===== config.mk =====
export PLATFORM = sky130hd
export DESIGN_NAME = microsecond_ticker_with_alarm
export DESIGN_NICKNAME = d
export VERILOG_FILES = /design/src/hdl/mtwa_pkg.sv /design/src/hdl/mtwa_front.sv /design/src/hdl/mtwa_div.sv /design/src/hdl/mtwa_back.sv /design/src/hdl/microsecond_ticker_with_alarm.sv
export SDC_FILE = /design/constraint.sdc
export NUM_CORES = 2
export LEC_CHECK = 0
export BUFFER_PORTS_ARGS = -buffer_cell sky130_fd_sc_hd__buf_2
export CAP_MARGIN = 10
export CORE_MARGIN = 2
export CORE_UTILIZATION = 25
export CTS_CLUSTER_SIZE = 20
export DETAILED_ROUTE_END_ITERATION = 6
export GPL_TIMING_DRIVEN = 0
export PLACE_DENSITY_LB_ADDON = 0.1
export SLEW_MARGIN = 25
export SYNTH_ARGS = -nofsm -noshare
export SYNTH_HDL_FRONTEND = slang
export SYNTH_SLANG_ARGS = --single-unit

===== constraint.sdc =====
create_clock -name clk -period 10.6 [get_ports clk]
set_input_delay 1.06 -clock clk [delete_from_list [all_inputs] [get_ports clk]]
set_output_delay 1.06 -clock clk [all_outputs]
set_load 0.01 [all_outputs]

===== src/hdl/mtwa_pkg.sv =====
// Shared types and constants of the microsecond ticker with alarm.
// Operation codes, queued command format, payload structs, status struct.
// No dependencies.
package mtwa_pkg;

	localparam int unsigned QueueDepth = 2;
	localparam int unsigned DivSteps   = 40;

	localparam logic [2:0] OP_TICK      = 3'd0;
	localparam logic [2:0] OP_READ      = 3'd1;
	localparam logic [2:0] OP_SET_ALARM = 3'd2;
	localparam logic [2:0] OP_DISABLE   = 3'd3;
	localparam logic [2:0] OP_CLEAR     = 3'd4;

	localparam logic [23:0] HIGH_RESET  = 24'h02ff00;
	localparam logic [15:0] HALF_PERIOD = 16'h8000;
	localparam logic [7:0]  TICKS_RESET = 8'd1;

	typedef enum logic [2:0] {
		CMD_TICK,
		CMD_READ,
		CMD_SET_ALARM,
		CMD_DISABLE,
		CMD_CLEAR,
		CMD_NOP
	} cmd_kind_t;

	typedef struct packed {
		logic [2:0]  operation;
		logic [31:0] alarm_time_us;
	} in_item_t;

	typedef struct packed {
		logic [31:0] time_us;
		logic        alarm_line;
	} out_item_t;

	typedef struct packed {
		cmd_kind_t   kind;
		logic [31:0] alarm_time_us;
	} cmd_t;

	typedef struct packed {
		logic valid;
		cmd_t cmd;
	} q_head_t;

	typedef struct packed {
		logic alarm_enabled;
		logic busy;
		logic div_busy;
	} back_status_t;

endpackage


===== src/hdl/mtwa_front.sv =====
// Front end: accepts input beats, decodes the operation and queues commands.
// Depends on mtwa_pkg.
module mtwa_front #(
	parameter int unsigned DEPTH = mtwa_pkg::QueueDepth
) (
	input  logic               clk,
	input  logic               arst_n,
	input  logic               in_valid,
	output logic               in_ready,
	input  mtwa_pkg::in_item_t in_data,
	output mtwa_pkg::q_head_t  head,
	input  logic               pop
);
	import mtwa_pkg::*;

	localparam int unsigned IdxW = $clog2(DEPTH);
	localparam int unsigned CntW = $clog2(DEPTH + 1);

	cmd_t            queue_q [DEPTH];
	logic [IdxW-1:0] wr_q;
	logic [IdxW-1:0] rd_q;
	logic [CntW-1:0] cnt_q;
	cmd_t            cmd_in;
	logic            push;

	always_comb begin
		cmd_in.alarm_time_us = in_data.alarm_time_us;
		case (in_data.operation)
			OP_TICK:      cmd_in.kind = CMD_TICK;
			OP_READ:      cmd_in.kind = CMD_READ;
			OP_SET_ALARM: cmd_in.kind = CMD_SET_ALARM;
			OP_DISABLE:   cmd_in.kind = CMD_DISABLE;
			OP_CLEAR:     cmd_in.kind = CMD_CLEAR;
			default:      cmd_in.kind = CMD_NOP;
		endcase
	end

	assign in_ready   = (cnt_q != CntW'(DEPTH));
	assign push       = in_valid && in_ready;
	assign head.valid = (cnt_q != '0);
	assign head.cmd   = queue_q[rd_q];

	always_ff @(posedge clk) begin
		if (push) begin
			queue_q[wr_q] <= cmd_in;
		end
	end

	always_ff @(posedge clk or negedge arst_n) begin
		if (!arst_n) begin
			wr_q  <= '0;
			rd_q  <= '0;
			cnt_q <= '0;
		end else begin
			if (push) begin
				wr_q <= (wr_q == IdxW'(DEPTH - 1)) ? '0 : wr_q + 1'b1;
			end
			if (pop) begin
				rd_q <= (rd_q == IdxW'(DEPTH - 1)) ? '0 : rd_q + 1'b1;
			end
			case ({push, pop})
				2'b10:   cnt_q <= cnt_q + 1'b1;
				2'b01:   cnt_q <= cnt_q - 1'b1;
				default: cnt_q <= cnt_q;
			endcase
		end
	end

endmodule


===== src/hdl/mtwa_div.sv =====
// Restoring divider, one quotient bit per cycle: 40-bit count by 8-bit divisor.
// Depends on mtwa_pkg.
module mtwa_div (
	input  logic        clk,
	input  logic        arst_n,
	input  logic        start,
	input  logic [39:0] dividend,
	input  logic [7:0]  divisor,
	output logic        busy,
	output logic        done,
	output logic [31:0] quotient
);
	import mtwa_pkg::*;

	localparam int unsigned CntW = $clog2(DivSteps);

	logic [7:0]      rem_q;
	logic [39:0]     quo_q;
	logic [7:0]      dvs_q;
	logic [CntW-1:0] cnt_q;
	logic            busy_q;
	logic            done_q;
	logic [8:0]      trial;
	logic [8:0]      diff;
	logic            ge;

	assign trial    = {rem_q, quo_q[39]};
	assign ge       = (trial >= {1'b0, dvs_q});
	assign diff     = trial - {1'b0, dvs_q};
	assign busy     = busy_q;
	assign done     = done_q;
	assign quotient = quo_q[31:0];

	always_ff @(posedge clk) begin
		if (start) begin
			rem_q <= '0;
			quo_q <= dividend;
			dvs_q <= divisor;
		end else if (busy_q) begin
			rem_q <= ge ? diff[7:0] : trial[7:0];
			quo_q <= {quo_q[38:0], ge};
		end
	end

	always_ff @(posedge clk or negedge arst_n) begin
		if (!arst_n) begin
			cnt_q  <= '0;
			busy_q <= 1'b0;
			done_q <= 1'b0;
		end else begin
			done_q <= 1'b0;
			if (start) begin
				cnt_q  <= CntW'(DivSteps - 1);
				busy_q <= 1'b1;
			end else if (busy_q) begin
				cnt_q <= cnt_q - 1'b1;
				if (cnt_q == '0) begin
					busy_q <= 1'b0;
					done_q <= 1'b1;
				end
			end
		end
	end

endmodule


===== src/hdl/mtwa_back.sv =====
// Back end: counter, alarm state, command sequencer and output register.
// Depends on mtwa_pkg and mtwa_div.
module mtwa_back (
	input  logic                   clk,
	input  logic                   arst_n,
	input  logic                   cfg_valid,
	output logic                   cfg_ready,
	input  logic [7:0]             cfg_data,
	input  mtwa_pkg::q_head_t      head,
	output logic                   pop,
	output logic                   out_valid,
	input  logic                   out_ready,
	output mtwa_pkg::out_item_t    out_data,
	output mtwa_pkg::back_status_t status
);
	import mtwa_pkg::*;

	typedef enum logic [2:0] {
		ST_IDLE,
		ST_DIV,
		ST_MUL,
		ST_SET,
		ST_READ
	} state_t;

	state_t      state_q;
	logic [7:0]  ticks_q;
	logic [15:0] low_q;
	logic [23:0] high_q;
	logic [15:0] cmp_q;
	logic [15:0] crem_q;
	logic [31:0] wraps_q;
	logic        flag_q;
	logic        en_q;
	logic        is_read_q;
	logic [31:0] target_q;
	logic [31:0] dist_ticks_q;
	logic [15:0] tgt_ticks_q;
	logic        out_valid_q;
	out_item_t   out_data_q;

	logic [7:0]  eff_t;
	logic        out_free;
	logic        res_load;
	logic        cur_alarm;
	logic        div_start;
	logic        div_busy;
	logic        div_done;
	logic [31:0] now_us;

	// tick next state
	logic [15:0] low_n;
	logic [23:0] high_inc;
	logic [23:0] high_n;
	logic        flag_a;
	logic [15:0] cmp_n;
	logic [15:0] crem_n;
	logic [31:0] wraps_n;
	logic        flag_n;
	logic        tick_alarm;

	// set alarm arithmetic
	logic [31:0] diff;
	logic        short_dist;
	logic [31:0] dist_us;
	logic [39:0] dist_prod;
	logic [23:0] tgt_prod;
	logic [31:0] wraps_full;
	logic        use_half;

	assign eff_t     = (ticks_q == '0) ? 8'd1 : ticks_q;
	assign out_free  = !out_valid_q || out_ready;
	assign cur_alarm = flag_q && en_q && (crem_q == '0) && (wraps_q == '0);
	assign cfg_ready = 1'b1;
	assign out_valid = out_valid_q;
	assign out_data  = out_data_q;

	assign status.alarm_enabled = en_q;
	assign status.busy          = (state_q != ST_IDLE);
	assign status.div_busy      = div_busy;

	always_comb begin
		pop = 1'b0;
		if (state_q == ST_IDLE && head.valid) begin
			case (head.cmd.kind)
				CMD_READ, CMD_SET_ALARM: pop = 1'b1;
				default:                 pop = out_free;
			endcase
		end
	end

	assign div_start = pop && (head.cmd.kind == CMD_READ || head.cmd.kind == CMD_SET_ALARM);
	assign res_load  = (pop && !div_start) ||
		((state_q == ST_SET || state_q == ST_READ) && out_free);

	mtwa_div u_div (
		.clk      (clk),
		.arst_n   (arst_n),
		.start    (div_start),
		.dividend ({high_q, low_q}),
		.divisor  (eff_t),
		.busy     (div_busy),
		.done     (div_done),
		.quotient (now_us)
	);

	always_comb begin
		low_n    = low_q + 16'd1;
		high_inc = high_q + 24'd1;
		high_n   = high_q;
		if (low_n == '0) begin
			high_n = (high_inc >= {eff_t, 16'h0000}) ? '0 : high_inc;
		end
		flag_a  = flag_q || (low_n == cmp_q);
		cmp_n   = cmp_q;
		crem_n  = crem_q;
		wraps_n = wraps_q;
		flag_n  = flag_a;
		if (flag_a && en_q) begin
			if (crem_q != '0) begin
				cmp_n  = crem_q;
				crem_n = '0;
				flag_n = 1'b0;
			end else if (wraps_q != '0) begin
				wraps_n = wraps_q - 32'd1;
				flag_n  = 1'b0;
			end
		end
		tick_alarm = flag_n && en_q && (crem_n == '0) && (wraps_n == '0);
	end

	always_comb begin
		diff       = target_q - now_us;
		short_dist = diff[31] || (diff <= {24'd0, eff_t});
		dist_us    = short_dist ? {24'd0, eff_t} : diff;
		dist_prod  = dist_us * eff_t;
		tgt_prod   = target_q[15:0] * eff_t;
		wraps_full = {16'd0, dist_ticks_q[31:16]};
		use_half   = !dist_ticks_q[15] && (wraps_full != '0);
	end

	always_ff @(posedge clk or negedge arst_n) begin
		if (!arst_n) begin
			state_q      <= ST_IDLE;
			ticks_q      <= TICKS_RESET;
			low_q        <= '0;
			high_q       <= HIGH_RESET;
			cmp_q        <= '0;
			crem_q       <= '0;
			wraps_q      <= '0;
			flag_q       <= 1'b0;
			en_q         <= 1'b0;
			is_read_q    <= 1'b0;
			target_q     <= '0;
			dist_ticks_q <= '0;
			tgt_ticks_q  <= '0;
			out_valid_q  <= 1'b0;
			out_data_q   <= '0;
		end else begin
			if (cfg_valid) begin
				ticks_q <= cfg_data;
			end
			if (res_load) begin
				out_valid_q <= 1'b1;
			end else if (out_ready) begin
				out_valid_q <= 1'b0;
			end
			case (state_q)
				ST_IDLE: begin
					if (pop) begin
						case (head.cmd.kind)
							CMD_TICK: begin
								low_q      <= low_n;
								high_q     <= high_n;
								cmp_q      <= cmp_n;
								crem_q     <= crem_n;
								wraps_q    <= wraps_n;
								flag_q     <= flag_n;
								out_data_q <= '{time_us: '0, alarm_line: tick_alarm};
							end
							CMD_READ, CMD_SET_ALARM: begin
								is_read_q <= (head.cmd.kind == CMD_READ);
								target_q  <= head.cmd.alarm_time_us;
								state_q   <= ST_DIV;
							end
							CMD_DISABLE: begin
								en_q       <= 1'b0;
								out_data_q <= '{time_us: '0, alarm_line: 1'b0};
							end
							CMD_CLEAR: begin
								flag_q     <= 1'b0;
								out_data_q <= '{time_us: '0, alarm_line: 1'b0};
							end
							default: begin
								out_data_q <= '{time_us: '0, alarm_line: cur_alarm};
							end
						endcase
					end
				end
				ST_DIV: begin
					if (div_done) begin
						state_q <= is_read_q ? ST_READ : ST_MUL;
					end
				end
				ST_MUL: begin
					dist_ticks_q <= dist_prod[31:0];
					tgt_ticks_q  <= tgt_prod[15:0];
					state_q      <= ST_SET;
				end
				ST_SET: begin
					if (out_free) begin
						if (use_half) begin
							cmp_q   <= tgt_ticks_q + HALF_PERIOD;
							crem_q  <= tgt_ticks_q;
							wraps_q <= wraps_full - 32'd1;
						end else begin
							cmp_q   <= tgt_ticks_q;
							crem_q  <= '0;
							wraps_q <= wraps_full;
						end
						flag_q     <= 1'b0;
						en_q       <= 1'b1;
						out_data_q <= '{time_us: '0, alarm_line: 1'b0};
						state_q    <= ST_IDLE;
					end
				end
				ST_READ: begin
					if (out_free) begin
						out_data_q <= '{time_us: now_us, alarm_line: cur_alarm};
						state_q    <= ST_IDLE;
					end
				end
				default: state_q <= ST_IDLE;
			endcase
		end
	end

endmodule


===== src/hdl/microsecond_ticker_with_alarm.sv =====
// Top level of the microsecond ticker with alarm: front queue plus back end.
// Depends on mtwa_pkg, mtwa_front, mtwa_back (which holds mtwa_div).
//
// Each input beat gives exactly one output beat, in order. Tick, disable,
// clear and unused operations can follow one another every cycle while no
// read or set alarm is in progress and the output is not held back. Read
// time divides the 40-bit tick count by ticks_per_us in a divider that
// produces one quotient bit per cycle, and set alarm adds a multiply step
// after it. A command queue of QUEUE_DEPTH entries in front keeps accepting
// beats while a read or set alarm is in progress, until it is full, and the
// output register holds a result while the next one is computed. ticks_per_us
// may be written only while the block is idle; a value of zero acts as one.
module microsecond_ticker_with_alarm #(
	parameter int unsigned QUEUE_DEPTH = mtwa_pkg::QueueDepth
) (
	input  logic                clk,
	input  logic                arst_n,
	input  logic                cfg_valid,
	output logic                cfg_ready,
	input  logic [7:0]          cfg_data,
	input  logic                in_valid,
	output logic                in_ready,
	input  mtwa_pkg::in_item_t  in_data,
	output logic                out_valid,
	input  logic                out_ready,
	output mtwa_pkg::out_item_t out_data
);
	import mtwa_pkg::*;

	q_head_t      head;
	logic         pop;
	back_status_t status;

	mtwa_front #(
		.DEPTH (QUEUE_DEPTH)
	) u_front (
		.clk      (clk),
		.arst_n   (arst_n),
		.in_valid (in_valid),
		.in_ready (in_ready),
		.in_data  (in_data),
		.head     (head),
		.pop      (pop)
	);

	mtwa_back u_back (
		.clk       (clk),
		.arst_n    (arst_n),
		.cfg_valid (cfg_valid),
		.cfg_ready (cfg_ready),
		.cfg_data  (cfg_data),
		.head      (head),
		.pop       (pop),
		.out_valid (out_valid),
		.out_ready (out_ready),
		.out_data  (out_data),
		.status    (status)
	);

	// a raised alarm beat is only ever produced with the alarm enabled
	a_alarm_enabled: assert property (@(posedge clk) disable iff (!arst_n)
		out_valid && out_data.alarm_line |-> status.alarm_enabled)
		else $error("alarm_line high with alarm disabled");

	a_div_in_cmd: assert property (@(posedge clk) disable iff (!arst_n)
		status.div_busy |-> status.busy)
		else $error("divider running outside a read or set alarm");

	a_pop_nonempty: assert property (@(posedge clk) disable iff (!arst_n)
		pop |-> head.valid)
		else $error("command popped from empty queue");

endmodule

# == Yosys cells after proc, flatten, opt, wreduce, memory -nomap -nowiden ==
# Memory sizes are Yosys's and may differ from the RTL's.
# Index checks and enable logic that the tools add are counted.
# totals
ff_bits,300
ram_bits,70
inputBits,48
out_inout_bits,36
elab_cells,192
n_memories,1
# classes
addsub,12
multipliers,2
order_cmp,3
eq_ne,28
n_mux,68
reduce_logical,53
# mem_list
name,depth,word_bits,rd,rd_clocked_by_memory_dff,wr,line,text
u_front.queue_q,2,35,1,0,1,mtwa_front.sv:19,cmd_t queue_q [DEPTH];
# ops
operator,count
32-bit 2-to-1 mux,8
33-bit one-hot mux with 3 select lines,2
16-bit 2-to-1 mux,12
33-bit 2-to-1 mux,3
40-bit 2-to-1 mux,2
32-bit logical NOT,2
16-bit one-hot mux with 2 select lines,2
32-bit one-hot mux with 2 select lines,1
16-bit logical NOT,3
32-bit by 8-bit <= comparator with 1-bit output,1
32-bit by 8-bit multiplier with 32-bit output,1
16-bit nonzero test,2
32-bit nonzero test,1
"32-bit by 1-bit subtractor with 32-bit output, second input constant",1
32-bit subtractor,1
"24-bit by 1-bit adder with 24-bit output, second input constant",1
24-bit >= comparator,1
24-bit 2-to-1 mux,1
1-bit 2-to-1 mux,22
4-bit AND reduction,5
"3-bit by 2-bit equality test with 1-bit output, second input constant",6
"16-bit by 1-bit subtractor with 17-bit output, second input constant",1
"16-bit by 1-bit adder with 16-bit output, second input constant",1
"16-bit adder, second input constant",1
other kinds (34),85

# == Depth between registers and ports, before layout ==
# depth
word_depth,12
ltp_mapped,40
ltp_nobuf,39

# == By module ==
# From an unflattened synthesis, not the netlist that was laid out.
# unflattened
cells_unflattened,3040
hier_area_um2,28637.5
# modules_own_cells
module,instances,cells_per_inst,area_per_inst_um2
mtwa_back,1,2650,22437.8
mtwa_div,1,262,3319.4
mtwa_front,1,128,2880.3

# == Worst setup path after synthesis ==
# No wires, ideal clock.
# synth_timing
path_kind,register to register
from,register u_back.target_q[0]
to,register u_back.dist_ticks_q[29]
t_arrival_ns,8.169
path_slack_ns,2.336
stages_incl_launch_ff,31
n_path_buf,1
synth_period_minus_slack_ns,8.264
path_cell_list,dfrtp_1 inv_1 ha_1 fa_1 and2b_4 o2111ai_1 a2111oi_0 nor3_2 xnor2_1 or4_4 nor4_1 a31oi_1 clkbuf_1 a21oi_1 nor2_1 fa_1 fa_1 fa_1 inv_1 fa_1 inv_1 ha_1 o21a_1 nor2_1 or3b_2 a22oi_1 nand3_1 a21oi_1 o21ai_0 and3b_1 o31ai_1
# synth_via
elab_chain_cells,5
# synth_lines
item,line,text
from (decl),mtwa_back.sv:36,logic [31:0] target_q;
from (signal assigned),mtwa_back.sv:183,target_q <= head.cmd.alarm_time_us;
32-bit subtractor *,mtwa_back.sv:133,diff = target_q - now_us;
32-bit by 8-bit <= comparator with 1-bit output,mtwa_back.sv:134,"short_dist = diff[31] || (diff <= {24'd0, eff_t});"
1-bit logical OR,mtwa_back.sv:134,
32-bit 2-to-1 mux *,mtwa_back.sv:135,"dist_us = short_dist ? {24'd0, eff_t} : diff;"
32-bit by 8-bit multiplier with 32-bit output *,mtwa_back.sv:136,dist_prod = dist_us * eff_t;
to (signal assigned),mtwa_back.sv:206,dist_ticks_q <= dist_prod[31:0];
to (decl),mtwa_back.sv:37,logic [31:0] dist_ticks_q;
# Every way passes the cells marked *; elsewhere a longest branch is shown, timed or not.
# A chain may end at the register's enable or synchronous reset.

# == Worst setup path after layout ==
# Same ends and word-level chain as after synthesis.

==> metrics <==
Mapped Cells=3,082; DIE HEIGHT=340 um; Setup TNS Final=0 ps; Min Hold Slack=~410 ps; Reg clk slew, reported paths=roughly 60 ps; # setup viols final=0; CP max stage cell=fa_1; minimum clock period=10,000 ps; routability cong.=0.847; first-pass GRT wire length=roughly 160 mm; port bufs=82; worst reg-to-reg path cell count=33; Root Driver=clkbuf_16; Critical Path Fanout Max=10; dpl hpwl=81.7 mm; antenna violations before repair=8; final antenna-violating net count=0; filler cell count=between 10,000 and 15,000; Starting Density=0.251; main flop type after synthesis=dfrtp_1; fin nets=3,606; most common cell after layout, fill and taps aside=nand2_1; Placed Cells=4,669; vias in the first global route=between 20,000 and 25,000; R2R Path End=u_back.dist_ticks_q[29]$_DFFE_PN0P_; max-slew violation count=0; Peak Freq=100 MHz; RSZ-0062 raised after global routing=false; Hold WC Path Type=input pin to async pin; Max stage delay on crit path=570 ps; clock tree buffer depth=3; Total GRT Usage=0.178; async set or reset register ratio after synthesis=0.645; Clock Sinks=~360; largest net degree at the start of global routing=82; CTS Buf Count=45; Max-cap violations=0; relative slew slack=0.285; non-filler cells in the finished layout=4,753; row count=123; Final period util=0.944; H-Tree Depth=2; Setup Buffers After CTS=0; Crit. End Element=flop; crit path kind=flop to flop; critical path required time=between 10,000 and 15,000 ps; Core Box Area=112,000 um2; Yosys reg bits=between 300 and 400; clock latency on the worst-skew pair=620 ps; Worst Setup Start Kind=flop; most used cell, CP=fa_1; Synth Cell Area=28,200 um2; register area share after synthesis=0.335; Die Wd=340 um; share of cells above drive strength 1=0.0874; Synth cell types=99; reg2reg setup slack=600 ps; Overflow after GRT=0; boundary pin count=84; synth warn=0; Final Hold Vio Count=0; Post-CTS Hold Fix Bufs=0; DRC errors left=0; number of synthesized flops with an enable pin=118; Worst EP arrival=around 11,000 ps; syn nets=3,472; WL per Instance=21.6 um; DRT iter0 DRCs=roughly 1,400; syn_area_per_cell=9.14 um2; Max Clock Skew=47.9 ps; Die Area=115,000 um2; vias=22,469; most frequent cells in the layout=428 x nand2_1, 287 x inv_1, 251 x nor2_1, 219 x dfrtp_1, 217 x fa_1; vias per cell=4.73; drt first pass iters=7; worst reg2reg startpoint=u_back.target_q[0]$_DFFE_PN0P_; drt total wl=between 100 and 150 mm; measured slew at the worst slew-check pin=roughly 1100 ps; status=finished clean; CTS tree=done; area growth from synthesis to layout=14.6%
sequential cells by signal, indices dropped and copies added, names as in the netlist, 2 cells and up:
| name | flops |
|---|---|
| u_back.cmp_q | 16 |
| u_back.crem_q | 16 |
| u_back.dist_ticks_q | 17 |
| u_back.high_q | 24 |
| u_back.low_q | 16 |
| u_back.out_data | 33 |
| u_back.state_q | 3 |
| u_back.target_q | 32 |
| u_back.tgt_ticks_q | 16 |
| u_back.ticks_q | 8 |
| u_back.u_div.cnt_q | 6 |
| u_back.u_div.dvs_q | 8 |
| u_back.u_div.quo_q | 40 |
| u_back.u_div.rem_q | 8 |
| u_back.wraps_q | 32 |
| u_front.cnt_q | 2 |
| u_front.queue_q | 70 |
worst max-delay path by stage:
stage                                         startpoint                                  end  slack, ps  depth (start not counted)
final                     u_back.target_q[0]$_DFFE_PN0P_  u_back.dist_ticks_q[29]$_DFFE_PN0P_        600                         33
after global routing      u_back.target_q[0]$_DFFE_PN0P_  u_back.dist_ticks_q[29]$_DFFE_PN0P_         40                         33
after CTS                 u_back.target_q[0]$_DFFE_PN0P_  u_back.dist_ticks_q[17]$_DFFE_PN0P_         70                         36
after detailed placement  u_back.target_q[0]$_DFFE_PN0P_  u_back.dist_ticks_q[17]$_DFFE_PN0P_       -310                         36
after global placement     u_back.ticks_q[4]$_DFFE_PN0P_  u_back.dist_ticks_q[17]$_DFFE_PN0P_       -530                         35
after floorplan           u_back.target_q[0]$_DFFE_PN0P_  u_back.dist_ticks_q[29]$_DFFE_PN0P_       2340                         30
through the flow:
step / utilization / area (um2) / setup slack [ps]
2_1_floorplan: - / 28200 / 2340
3_3_place_gp: 0.272 / 30500 / -529
3_5_place_dp: 0.273 / 30600 / -307
4_1_cts: 0.287 / 32200 / 74.1
5_1_grt: 0.288 / 32300 / 35.7
6_report: 0.288 / 32300 / 597
cells in the mapped netlist, types with 9 or more instances:
cell type  count  share of area
fa_1         217           0.15
o31ai_1       70          0.019
and3_1        71          0.016
nor2_1       252          0.034
ha_1         125          0.055
nand2b_1      27         0.0060
or2_2         10         0.0022
o211ai_1      10         0.0027
nand2_1      429          0.057
a22oi_1       13         0.0035
a22o_1        22         0.0068
o21a_1        23         0.0061
xor2_1        50          0.016
nor4_1        28         0.0062
buf_2         12         0.0021
or4_1          9         0.0024
dfrtp_1      219           0.19
buf_4         10         0.0027
o21ai_0      208          0.037
a211oi_1      10         0.0027
and2_1        61          0.014
nor2b_1       21         0.0047
or3_1         21         0.0047
a21o_1        26         0.0069
a21oi_1      110          0.020
dfstp_2       10         0.0093
edfxtp_1     118           0.13
xnor2_1       77          0.024
mux2i_1       38          0.013
nand3_1       63          0.011
nor3_1        58          0.010
inv_1        287          0.038
nand4_1       27         0.0060
a31oi_1       31         0.0069
clkbuf_1     135          0.018
per-layer routing:
metal	global-route usage	up-vias	wire, um
met2	0.278	379	45200
met1	0.264	11186	51600
met3	0.0182	101	3300
met4	0.0416	2	2400
li1	-	10801	-
met5	0	-	13
area by class of cell:
| cell class | count | area, um2 | area share |
|---|---|---|---|
| clock inverters | 20 | 288 | 0.00891 |
| multi-input cells | 2267 | 17100 | 0.529 |
| clock buffers | 62 | 1270 | 0.0393 |
| plain buffers | 169 | 723 | 0.0224 |
| repair buffers | 87 | 510 | 0.0158 |
| inverters | 291 | 1090 | 0.0338 |
| flip-flops and latches | 355 | 9450 | 0.293 |
| diodes | 2 | 5.00 | 0.000155 |
| well taps | 1500 | 1880 | 0.0581 |
critical path: cells and delay by family (launching register included):
family,cells,cell delay [ps]
XOR/XNOR,1,330
AND/OR/NAND/NOR,11,2320
adder cells (fa/ha/maj),8,3460
flip-flops,1,530
buffers and inverters,5,1070
AO/OA/AOI/OAI,8,2180
cell families (layout without fill, tap and decap cells):
| family | count (synthesis) | after routing | share of synthesized area |
|---|---|---|---|
| adders and majority gates | 342 | 342 | 0.210 |
| and+or+nand+nor | 1136 | 1136 | 0.192 |
| other | 1 | 3 | 0.000133 |
| xor gates and xnor gates | 132 | 132 | 0.0435 |
| AOI/OAI and AO/OA | 613 | 613 | 0.140 |
| muxes | 43 | 43 | 0.0155 |
| DFF | 355 | 355 | 0.335 |
| buffers and inverters | 460 | 629 | 0.0640 |
repair_timing:
| item | in CTS | in global routing |
|---|---|---|
| endpoints found under the setup margin | 10 | 17 |
| cloned | 0 | 0 |
| gates resized for setup | 3 | 16 |
| hold endpoints to repair | 0 | 0 |
Power is left out: the tool's default activity adds up to more than one toggle a clock period on the data nets, which glitch-free logic cannot reach.
